## src/hw/rtl/scc_pkg.sv

```systemverilog
`timescale 1ns / 1ps
// ----------------------------------------------------------------------------
// scc_pkg
// Shared types, constants and calendar helper functions for the seconds/calendar
// converter.
// ----------------------------------------------------------------------------
package scc_pkg;

  localparam int unsigned YOFF_W = 7;   // year offset from 2000, 0..99

  localparam logic [31:0] SECS_PER_DAY  = 32'd86400;
  localparam logic [31:0] SECS_PER_HOUR = 32'd3600;
  localparam logic [31:0] SECS_PER_MIN  = 32'd60;
  localparam logic [11:0] FIRST_YEAR    = 12'd2000;
  localparam logic [11:0] LAST_YEAR     = 12'd2099;
  localparam logic [YOFF_W-1:0] LAST_YOFF = YOFF_W'(99);
  localparam logic [15:0] LAST_DAY_INDEX = 16'd364;
  localparam logic [31:0] HOURS_PER_DAY = 32'd24;
  localparam logic [31:0] MINS_PER_HOUR = 32'd60;

  // reciprocals for the constant divisions
  localparam logic [31:0] DAY_RECIP  = 32'd50903317;  // ceil(2^35 / 675), on ts >> 7
  localparam logic [31:0] HOUR_RECIP = 32'd149131;    // ceil(2^29 / 3600), x < 2^17
  localparam logic [31:0] MIN_RECIP  = 32'd4370;      // ceil(2^18 / 60), x < 2^12

  // ALU operation codes
  localparam logic [1:0] ALU_ADD  = 2'd0;
  localparam logic [1:0] ALU_SUB  = 2'd1;
  localparam logic [1:0] ALU_MAC  = 2'd2;
  localparam logic [1:0] ALU_MSUB = 2'd3;

  typedef struct packed {
    logic [1:0]  op;
    logic [31:0] a;
    logic [31:0] b;
    logic [31:0] k;
  } alu_req_t;

  typedef struct packed {
    logic [31:0] res;
    logic [31:0] hi;
    logic        borrow;
  } alu_rsp_t;

  typedef struct packed {
    logic        func;
    logic [31:0] in_timestamp;
    logic [7:0]  in_speed;
    logic [11:0] in_year;
    logic [3:0]  in_month;
    logic [4:0]  in_day;
    logic [4:0]  in_hour;
    logic [5:0]  in_minute;
    logic [5:0]  in_second;
  } in_t;

  typedef struct packed {
    logic [31:0] out_timestamp;
    logic [11:0] out_year;
    logic [3:0]  out_month;
    logic [4:0]  out_day;
    logic [4:0]  out_hour;
    logic [5:0]  out_minute;
    logic [5:0]  out_second;
    logic [7:0]  out_speed;
  } out_t;

  function automatic logic [8:0] year_len(input logic is_leap);
    return is_leap ? 9'd366 : 9'd365;
  endfunction

  function automatic logic [4:0] month_len(input logic [3:0] month, input logic is_leap);
    logic [4:0] len;
    unique case (month)
      4'd2:                      len = is_leap ? 5'd29 : 5'd28;
      4'd4, 4'd6, 4'd9, 4'd11:   len = 5'd30;
      default:                   len = 5'd31;
    endcase
    return len;
  endfunction

endpackage

```

## src/hw/rtl/scc_if.sv

```systemverilog
`timescale 1ns / 1ps
// ----------------------------------------------------------------------------
// scc_in_if / scc_out_if
// Valid/ready channels carrying converter requests and results.
// ----------------------------------------------------------------------------
interface scc_in_if;
  import scc_pkg::*;

  logic valid;
  logic ready;
  in_t  data;

  modport source (output valid, output data, input ready);
  modport sink   (input valid, input data, output ready);
endinterface

interface scc_out_if;
  import scc_pkg::*;

  logic valid;
  logic ready;
  out_t data;

  modport source (output valid, output data, input ready);
  modport sink   (input valid, input data, output ready);
endinterface

```

## src/hw/rtl/seconds_calendar_converter.sv

```systemverilog
`timescale 1ns / 1ps
// ----------------------------------------------------------------------------
// seconds_calendar_converter
// Converts between seconds since 2000-01-01 00:00:00 and calendar fields.
// ----------------------------------------------------------------------------
// One transaction at a time. With func 0 the timestamp is split into days,
// hours, minutes and seconds by three reciprocal multiplications, each
// followed by a multiply-subtract for the remainder, all through the shared
// ALU; then whole years are stripped one per cycle and whole months one per
// cycle. With func 1 years and months are summed one per cycle and the day
// and time are folded in with five more ALU steps. A finished result sits
// in an output register, so the next request is taken while the result
// waits to be read.
module seconds_calendar_converter (
  input  logic       clk,
  input  logic       rst,
  scc_in_if.sink     item,
  scc_out_if.source  result
);
  import scc_pkg::*;

  scc_out_if core_res ();

  logic out_valid;
  out_t out_data;

  scc_core u_core (
    .clk    (clk),
    .rst    (rst),
    .item   (item),
    .result (core_res)
  );

  assign core_res.ready = !out_valid || result.ready;
  assign result.valid   = out_valid;
  assign result.data    = out_data;

  always_ff @(posedge clk) begin
    if (rst) begin
      out_valid <= 1'b0;
    end else if (core_res.ready) begin
      out_valid <= core_res.valid;
    end
  end

  always_ff @(posedge clk) begin
    if (core_res.valid && core_res.ready) begin
      out_data <= core_res.data;
    end
  end

endmodule

```

## src/hw/rtl/scc_alu.sv

```systemverilog
`timescale 1ns / 1ps
// ----------------------------------------------------------------------------
// scc_alu
// Shared 32-bit add / subtract-compare / multiply-accumulate /
// multiply-subtract unit; the upper product word is also returned.
// ----------------------------------------------------------------------------
module scc_alu (
  input  scc_pkg::alu_req_t req,
  output scc_pkg::alu_rsp_t rsp
);
  import scc_pkg::*;

  logic [32:0] diff;
  logic [63:0] prod;

  assign diff = {1'b0, req.a} - {1'b0, req.b};
  assign prod = {32'b0, req.a} * {32'b0, req.k};

  always_comb begin
    rsp.borrow = 1'b0;
    rsp.hi     = prod[63:32];
    unique case (req.op)
      ALU_ADD: rsp.res = req.a + req.b;
      ALU_SUB: begin
        rsp.res    = diff[31:0];
        rsp.borrow = diff[32];
      end
      ALU_MAC:  rsp.res = prod[31:0] + req.b;
      ALU_MSUB: rsp.res = req.b - prod[31:0];
      default:  rsp.res = '0;
    endcase
  end

endmodule

```

## src/hw/rtl/scc_core.sv

```systemverilog
`timescale 1ns / 1ps
// ----------------------------------------------------------------------------
// scc_core
// Sequencer for both conversion directions; the day and seconds sums go
// through the one shared ALU, the year and month counters step outside it.
// ----------------------------------------------------------------------------
module scc_core (
  input  logic       clk,
  input  logic       rst,
  scc_in_if.sink     item,
  scc_out_if.source  result
);
  import scc_pkg::*;

  localparam logic [4:0] S_IDLE     = 5'd0;
  localparam logic [4:0] S_DIV_DAY  = 5'd1;
  localparam logic [4:0] S_REM_DAY  = 5'd2;
  localparam logic [4:0] S_DIV_HOUR = 5'd3;
  localparam logic [4:0] S_REM_HOUR = 5'd4;
  localparam logic [4:0] S_DIV_MIN  = 5'd5;
  localparam logic [4:0] S_REM_MIN  = 5'd6;
  localparam logic [4:0] S_YEAR     = 5'd7;
  localparam logic [4:0] S_MONTH    = 5'd8;
  localparam logic [4:0] S_YSUM     = 5'd9;
  localparam logic [4:0] S_MSUM     = 5'd10;
  localparam logic [4:0] S_DADD     = 5'd11;
  localparam logic [4:0] S_DDEC     = 5'd12;
  localparam logic [4:0] S_MUL_H    = 5'd13;
  localparam logic [4:0] S_MUL_M    = 5'd14;
  localparam logic [4:0] S_MUL_S    = 5'd15;
  localparam logic [4:0] S_DONE     = 5'd16;

  logic [4:0]        st, st_next;
  logic [31:0]       num, num_next;     // timestamp/remainder, or running sum
  logic [15:0]       days, days_next;
  logic [YOFF_W-1:0] yoff, yoff_next;
  logic [YOFF_W-1:0] ytgt, ytgt_next;
  logic [3:0]        month, month_next;
  logic [3:0]        mtgt, mtgt_next;
  logic [4:0]        hour, hour_next;
  logic [5:0]        minute, minute_next;
  logic [5:0]        second, second_next;
  in_t               inp, inp_next;

  alu_req_t    req;
  alu_rsp_t    rsp;

  scc_alu u_alu (
    .req (req),
    .rsp (rsp)
  );

  assign item.ready   = (st == S_IDLE);
  assign result.valid = (st == S_DONE);

  always_comb begin
    result.data.out_speed = inp.in_speed;
    if (inp.func) begin
      result.data.out_timestamp = num;
      result.data.out_year      = inp.in_year;
      result.data.out_month     = inp.in_month;
      result.data.out_day       = inp.in_day;
      result.data.out_hour      = inp.in_hour;
      result.data.out_minute    = inp.in_minute;
      result.data.out_second    = inp.in_second;
    end else begin
      result.data.out_timestamp = '0;
      result.data.out_year      = FIRST_YEAR + 12'(yoff);
      result.data.out_month     = month;
      result.data.out_day       = days[4:0] + 5'd1;
      result.data.out_hour      = hour;
      result.data.out_minute    = minute;
      result.data.out_second    = second;
    end
  end

  always_comb begin
    st_next     = st;
    num_next    = num;
    days_next   = days;
    yoff_next   = yoff;
    ytgt_next   = ytgt;
    month_next  = month;
    mtgt_next   = mtgt;
    hour_next   = hour;
    minute_next = minute;
    second_next = second;
    inp_next    = inp;
    req         = '{op: ALU_ADD, a: '0, b: '0, k: '0};

    unique case (st)
      S_IDLE: begin
        if (item.valid) begin
          inp_next   = item.data;
          yoff_next  = '0;
          month_next = 4'd1;
          if (!item.data.func) begin
            num_next = item.data.in_timestamp;
            st_next  = S_DIV_DAY;
          end else begin
            num_next = '0;
            if (item.data.in_year < FIRST_YEAR) begin
              ytgt_next = '0;
            end else if (item.data.in_year > LAST_YEAR) begin
              ytgt_next = LAST_YOFF;
            end else begin
              ytgt_next = YOFF_W'(item.data.in_year - FIRST_YEAR);
            end
            if (item.data.in_month == 4'd0) begin
              mtgt_next = 4'd1;
            end else if (item.data.in_month > 4'd12) begin
              mtgt_next = 4'd12;
            end else begin
              mtgt_next = item.data.in_month;
            end
            st_next = S_YSUM;
          end
        end
      end

      S_DIV_DAY: begin
        // 86400 = 128 * 675: product >> 35 is the day count
        req.op    = ALU_MAC;
        req.a     = {7'b0, num[31:7]};
        req.k     = DAY_RECIP;
        days_next = rsp.hi[18:3];
        st_next   = S_REM_DAY;
      end

      S_REM_DAY: begin
        req.op   = ALU_MSUB;
        req.a    = {16'b0, days};
        req.k    = SECS_PER_DAY;
        req.b    = num;
        num_next = rsp.res;
        st_next  = S_DIV_HOUR;
      end

      S_DIV_HOUR: begin
        // product >> 29
        req.op    = ALU_MAC;
        req.a     = num;
        req.k     = HOUR_RECIP;
        hour_next = {rsp.hi[1:0], rsp.res[31:29]};
        st_next   = S_REM_HOUR;
      end

      S_REM_HOUR: begin
        req.op   = ALU_MSUB;
        req.a    = {27'b0, hour};
        req.k    = SECS_PER_HOUR;
        req.b    = num;
        num_next = rsp.res;
        st_next  = S_DIV_MIN;
      end

      S_DIV_MIN: begin
        // product >> 18
        req.op      = ALU_MAC;
        req.a       = num;
        req.k       = MIN_RECIP;
        minute_next = rsp.res[23:18];
        st_next     = S_REM_MIN;
      end

      S_REM_MIN: begin
        req.op      = ALU_MSUB;
        req.a       = {26'b0, minute};
        req.k       = SECS_PER_MIN;
        req.b       = num;
        second_next = rsp.res[5:0];
        st_next     = S_YEAR;
      end

      S_YEAR: begin
        req.op = ALU_SUB;
        req.a  = {16'b0, days};
        req.b  = {23'b0, year_len(yoff[1:0] == 2'b00)};
        if (rsp.borrow) begin
          st_next = S_MONTH;
        end else if (yoff == LAST_YOFF) begin
          // past the last year: pin the date to its last day
          days_next = LAST_DAY_INDEX;
          st_next   = S_MONTH;
        end else begin
          days_next = rsp.res[15:0];
          yoff_next = yoff + YOFF_W'(1);
        end
      end

      S_MONTH: begin
        req.op = ALU_SUB;
        req.a  = {16'b0, days};
        req.b  = {27'b0, month_len(month, yoff[1:0] == 2'b00)};
        if (month == 4'd12 || rsp.borrow) begin
          st_next = S_DONE;
        end else begin
          days_next  = rsp.res[15:0];
          month_next = month + 4'd1;
        end
      end

      S_YSUM: begin
        req.op = ALU_ADD;
        req.a  = num;
        req.b  = {23'b0, year_len(yoff[1:0] == 2'b00)};
        if (yoff == ytgt) begin
          st_next = S_MSUM;
        end else begin
          num_next  = rsp.res;
          yoff_next = yoff + YOFF_W'(1);
        end
      end

      S_MSUM: begin
        req.op = ALU_ADD;
        req.a  = num;
        req.b  = {27'b0, month_len(month, ytgt[1:0] == 2'b00)};
        if (month == mtgt) begin
          st_next = S_DADD;
        end else begin
          num_next   = rsp.res;
          month_next = month + 4'd1;
        end
      end

      S_DADD: begin
        req.op   = ALU_ADD;
        req.a    = num;
        req.b    = {27'b0, inp.in_day};
        num_next = rsp.res;
        st_next  = S_DDEC;
      end

      S_DDEC: begin
        // days are one-based; day zero wraps
        req.op   = ALU_SUB;
        req.a    = num;
        req.b    = 32'd1;
        num_next = rsp.res;
        st_next  = S_MUL_H;
      end

      S_MUL_H: begin
        req.op   = ALU_MAC;
        req.a    = num;
        req.k    = HOURS_PER_DAY;
        req.b    = {27'b0, inp.in_hour};
        num_next = rsp.res;
        st_next  = S_MUL_M;
      end

      S_MUL_M: begin
        req.op   = ALU_MAC;
        req.a    = num;
        req.k    = MINS_PER_HOUR;
        req.b    = {26'b0, inp.in_minute};
        num_next = rsp.res;
        st_next  = S_MUL_S;
      end

      S_MUL_S: begin
        req.op   = ALU_MAC;
        req.a    = num;
        req.k    = MINS_PER_HOUR;
        req.b    = {26'b0, inp.in_second};
        num_next = rsp.res;
        st_next  = S_DONE;
      end

      S_DONE: begin
        if (result.ready) begin
          st_next = S_IDLE;
        end
      end

      default: st_next = S_IDLE;
    endcase
  end

  always_ff @(posedge clk) begin
    if (rst) begin
      st <= S_IDLE;
    end else begin
      st <= st_next;
    end
  end

  always_ff @(posedge clk) begin
    num    <= num_next;
    days   <= days_next;
    yoff   <= yoff_next;
    ytgt   <= ytgt_next;
    month  <= month_next;
    mtgt   <= mtgt_next;
    hour   <= hour_next;
    minute <= minute_next;
    second <= second_next;
    inp    <= inp_next;
  end

endmodule

```

## src/flat_wrapper.sv

```systemverilog
// flat-port wrapper written by rule: the top's interface ports become plain ports
module seconds_calendar_converter_flat import scc_pkg::*;
  (clk, rst, item_valid, item_data, item_ready, result_valid, result_data, result_ready);
  scc_in_if item_i ();
  scc_out_if result_i ();
  input  logic clk;
  input  logic rst;
  input wire logic [$bits(item_i.valid)-1:0] item_valid;
  input wire logic [$bits(item_i.data)-1:0] item_data;
  output wire logic [$bits(item_i.ready)-1:0] item_ready;
  output wire logic [$bits(result_i.valid)-1:0] result_valid;
  output wire logic [$bits(result_i.data)-1:0] result_data;
  input wire logic [$bits(result_i.ready)-1:0] result_ready;
  assign item_i.valid = item_valid;
  assign item_i.data = item_data;
  assign item_ready = item_i.ready;
  assign result_valid = result_i.valid;
  assign result_data = result_i.data;
  assign result_i.ready = result_ready;
  seconds_calendar_converter u_core (.clk(clk), .rst(rst), .item(item_i), .result(result_i));
endmodule
```

## config.mk

```make
export PLATFORM = sky130hd
export DESIGN_NAME = seconds_calendar_converter_flat
export DESIGN_NICKNAME = d
export VERILOG_FILES = /design/src/hw/rtl/scc_pkg.sv /design/src/hw/rtl/scc_if.sv /design/src/hw/rtl/seconds_calendar_converter.sv /design/src/hw/rtl/scc_alu.sv /design/src/hw/rtl/scc_core.sv /design/src/flat_wrapper.sv
export SDC_FILE = /design/constraint.sdc
export NUM_CORES = 2
export LEC_CHECK = 0
export ABC_AREA = 0
export BUFFER_PORTS_ARGS = -buffer_cell sky130_fd_sc_hd__buf_2
export CORE_MARGIN = 1.5
export CORE_UTILIZATION = 35
export DETAILED_ROUTE_END_ITERATION = 6
export GPL_TIMING_DRIVEN = 0
export PLACE_DENSITY = 0.53
export RECOVER_POWER = 50
export SYNTH_ARGS = -nofsm -noshare
export SYNTH_HDL_FRONTEND = slang
export SYNTH_SLANG_ARGS = --single-unit
```

## constraint.sdc

```tcl
create_clock -name clk -period 13.6 [get_ports clk]
set_clock_uncertainty 0.2 [all_clocks]
set_input_delay 2.72 -clock clk [delete_from_list [all_inputs] [get_ports clk]]
set_output_delay 2.72 -clock clk [all_outputs]
set_load 0.03 [all_outputs]
```

==> flow_metrics.tcl <==
set metrics [dict create \
    status "complete, but fails checks" \
    violations "max-capacitance violations, max-slew violations" \
    clock-sinks 218 \
    hpwl_mm 108 \
    dieHeight_um 321 \
    synth_top_area_share_pct 29.7 \
    drt-initial-drc-count 2710 \
    finalCritPeriodShare_pct 96.4 \
    yosysSeqAreaShare_pct 18.3 \
    clock_latency_ns 0.53 \
    drtPass1Iterations 5 \
    cts_buffers 23 \
    syn_area_per_cell_um2 9.25 \
    required_ns 13.71 \
    hold_path.class "flip-flop to flip-flop" \
    cts_root_buffer "clkbuf_16" \
    worstSetupStartpointType "flip-flop" \
    io_pins 163 \
    critical_path_class "flip-flop to flip-flop" \
    totalWireLength_mm 125 \
    slew_viol_final 36 \
    critPathMaxStageDelay_ns 0.95 \
    ant_nets 0 \
    grt.overflow.total 0 \
    synthCells 3822 \
    maxCapViolations 1 \
    crit_buf_inv 9 \
    syn-cell-area_um2 35400 \
    grt_max_degree 36 \
    final_nets 5044 \
    grt_pass1_vias 28900 \
    fin_util_pct 38.9 \
    min_period_ns 13.12 \
    rsz0062_at_grt "no" \
    area_growth_pct 10.1 \
    cts_hold_buf 0 \
    clk_pin_slew_ns 0.07 \
    yosysTopAreaCell "fa_1" \
    relSlewSlack_pct -52.3 \
    worst_pin_slew_ns 2.28 \
    drc 0 \
    setup_viol 0 \
    htree_levels 1 \
    synthTopCellsByArea "fa_1, edfxtp_1, ha_1, inv_1, nor2_1" \
    path_max_fanout 10 \
    cts_tree "built" \
    viasPerCell 5.20 \
    synth.distinct_cells 89 \
    worstSetupEndpointType "flip-flop" \
    synth_edf_count 212 \
    num_vias 28000 \
    wire_per_inst_um 23.2 \
    hold_viol 0 \
    cts_buffer_depth 3 \
    ctsResizeCount 7 \
    yosysMostFrequentCell "inv_1" \
    synth_seq_cells 218 \
    async_reset_ff_share_pct 0 \
    start_util_pct 35.3 \
    core_um2 100000 \
    grt_pass1_wl_mm 186 \
    synth_flop_cell "edfxtp_1" \
    synth_common_cells "inv_1, fa_1, nor2_1" \
    cpMaxStageDelayCell "a221oi_2" \
    rows 116 \
    die_area_um2 103000 \
    worstPathArrival_ns 13.23 \
    ys_warn_count 0 \
    cp_top_family "adder cells" \
    antenna_found_initial 5 \
    die_w_um 321 \
    drive_gt1_share_pct 7.00 \
    io_buffers 161 \
    fmax_mhz 76.2 \
    post-cts-setup-buffers 0 \
    globalplace.congestion 0.988 \
    grt_usage_pct 24.5 \
]
-- registers in the layout, summed over array words and instances, names as in the netlist --
signal and count:
u_core.result.data 78, u_core.u_core.month 4, u_core.result.valid 1, u_core.u_core.yoff 7, u_core.u_core.minute 6, u_core.u_core.inp 39, u_core.u_core.ytgt 7, u_core.u_core.hour 5
u_core.u_core.days 16, u_core.u_core.second 6, u_core.u_core.num 32, u_core.u_core.result.data 8, u_core.u_core.st 5, u_core.u_core.mtgt 4
-- routing by layer --
layer	up-vias	wire (µm)	global-route usage, %	part of all wire [%]
li1	12700	-	-	-
met1	14000	52800	32.9	42
met2	1086	57500	39.7	46
met3	194	10200	4.68	8.2
met4	0	4580	8.04	3.7
met5	-	0	0	0
-- worst paths after layout --
check / to / cells after the start / slack (ns) / startpoint
worst max register to register: u_core.u_core.hour[2] / 41 / 0.48 / u_core.u_core.st[3]
worst min register to register: u_core.result.data[3] / 0 / 0.22 / u_core.u_core.result.data[3]
worst max-delay path: u_core.u_core.hour[2] / 41 / 0.48 / u_core.u_core.st[3]
worst min-delay path: u_core.result.data[3] / 0 / 0.22 / u_core.u_core.result.data[3]
-- logic make-up after synthesis --
family                   synth area share [%]
adder cells (fa/ha/maj)                  42.7
flip-flops                               18.3
other                                  0.0212
buffers and inverters                    10.2
XOR/XNOR                                 4.28
multiplexers                             1.11
AO/OA/AOI/OAI                            10.6
AND/OR/NAND/NOR                          12.8
-- metrics by stage --
step	setup TNS, ns	area (µm²)	hold slack, ns	worst slack (ns)	std cells
2_1_floorplan	0	35500	0.200	2.55	3864
3_3_place_gp	-177.98	38000	0.200	-2.03	5323
3_5_place_dp	-7.22	38100	0.205	-0.881	5341
4_1_cts	0	38900	0.221	0.0268	5383
5_1_grt	0	38900	0.224	0.0174	5385
6_report	0	38900	0.221	0.483	5387
-- cells in the final DEF, fill, tap and decap left out, types with 10 or more instances in the layout --
cell	instances
a21o_1	74
mux2i_1	11
fa_1	525
clkbuf_16	23
or2_2	10
o211ai_1	14
and2_1	38
a31oi_1	21
o22ai_1	16
nand2b_1	23
a211oi_1	13
a21oi_1	168
nor4_1	14
nor3_1	28
o21a_1	17
nand2_1	269
nand3b_1	23
xor2_1	55
inv_1	817
nor2b_1	16
mux2_2	24
clkbuf_1	135
nand3_1	49
and3_1	33
xnor2_1	116
o21bai_1	13
o21ai_0	132
conb_1	44
buf_2	149
edfxtp_1	212
ha_1	367
and2_0	26
nand4_1	15
nor2_1	375
a221oi_1	10
-- cell type report --
cell class              instances  area, µm²
fillers                     10300      61200
plain buffers                 127        526
flip-flops and latches        218       6490
repair buffers                181        907
well taps                    1298       1620
diodes                          3       7.51
inverters                     825       3100
clock buffers                  28        594
multi-input cells            2693      25500
clock inverters                14        153
Power is not shown: default switching activity piles up to over one toggle a cycle in this logic, so the estimate is an artifact.
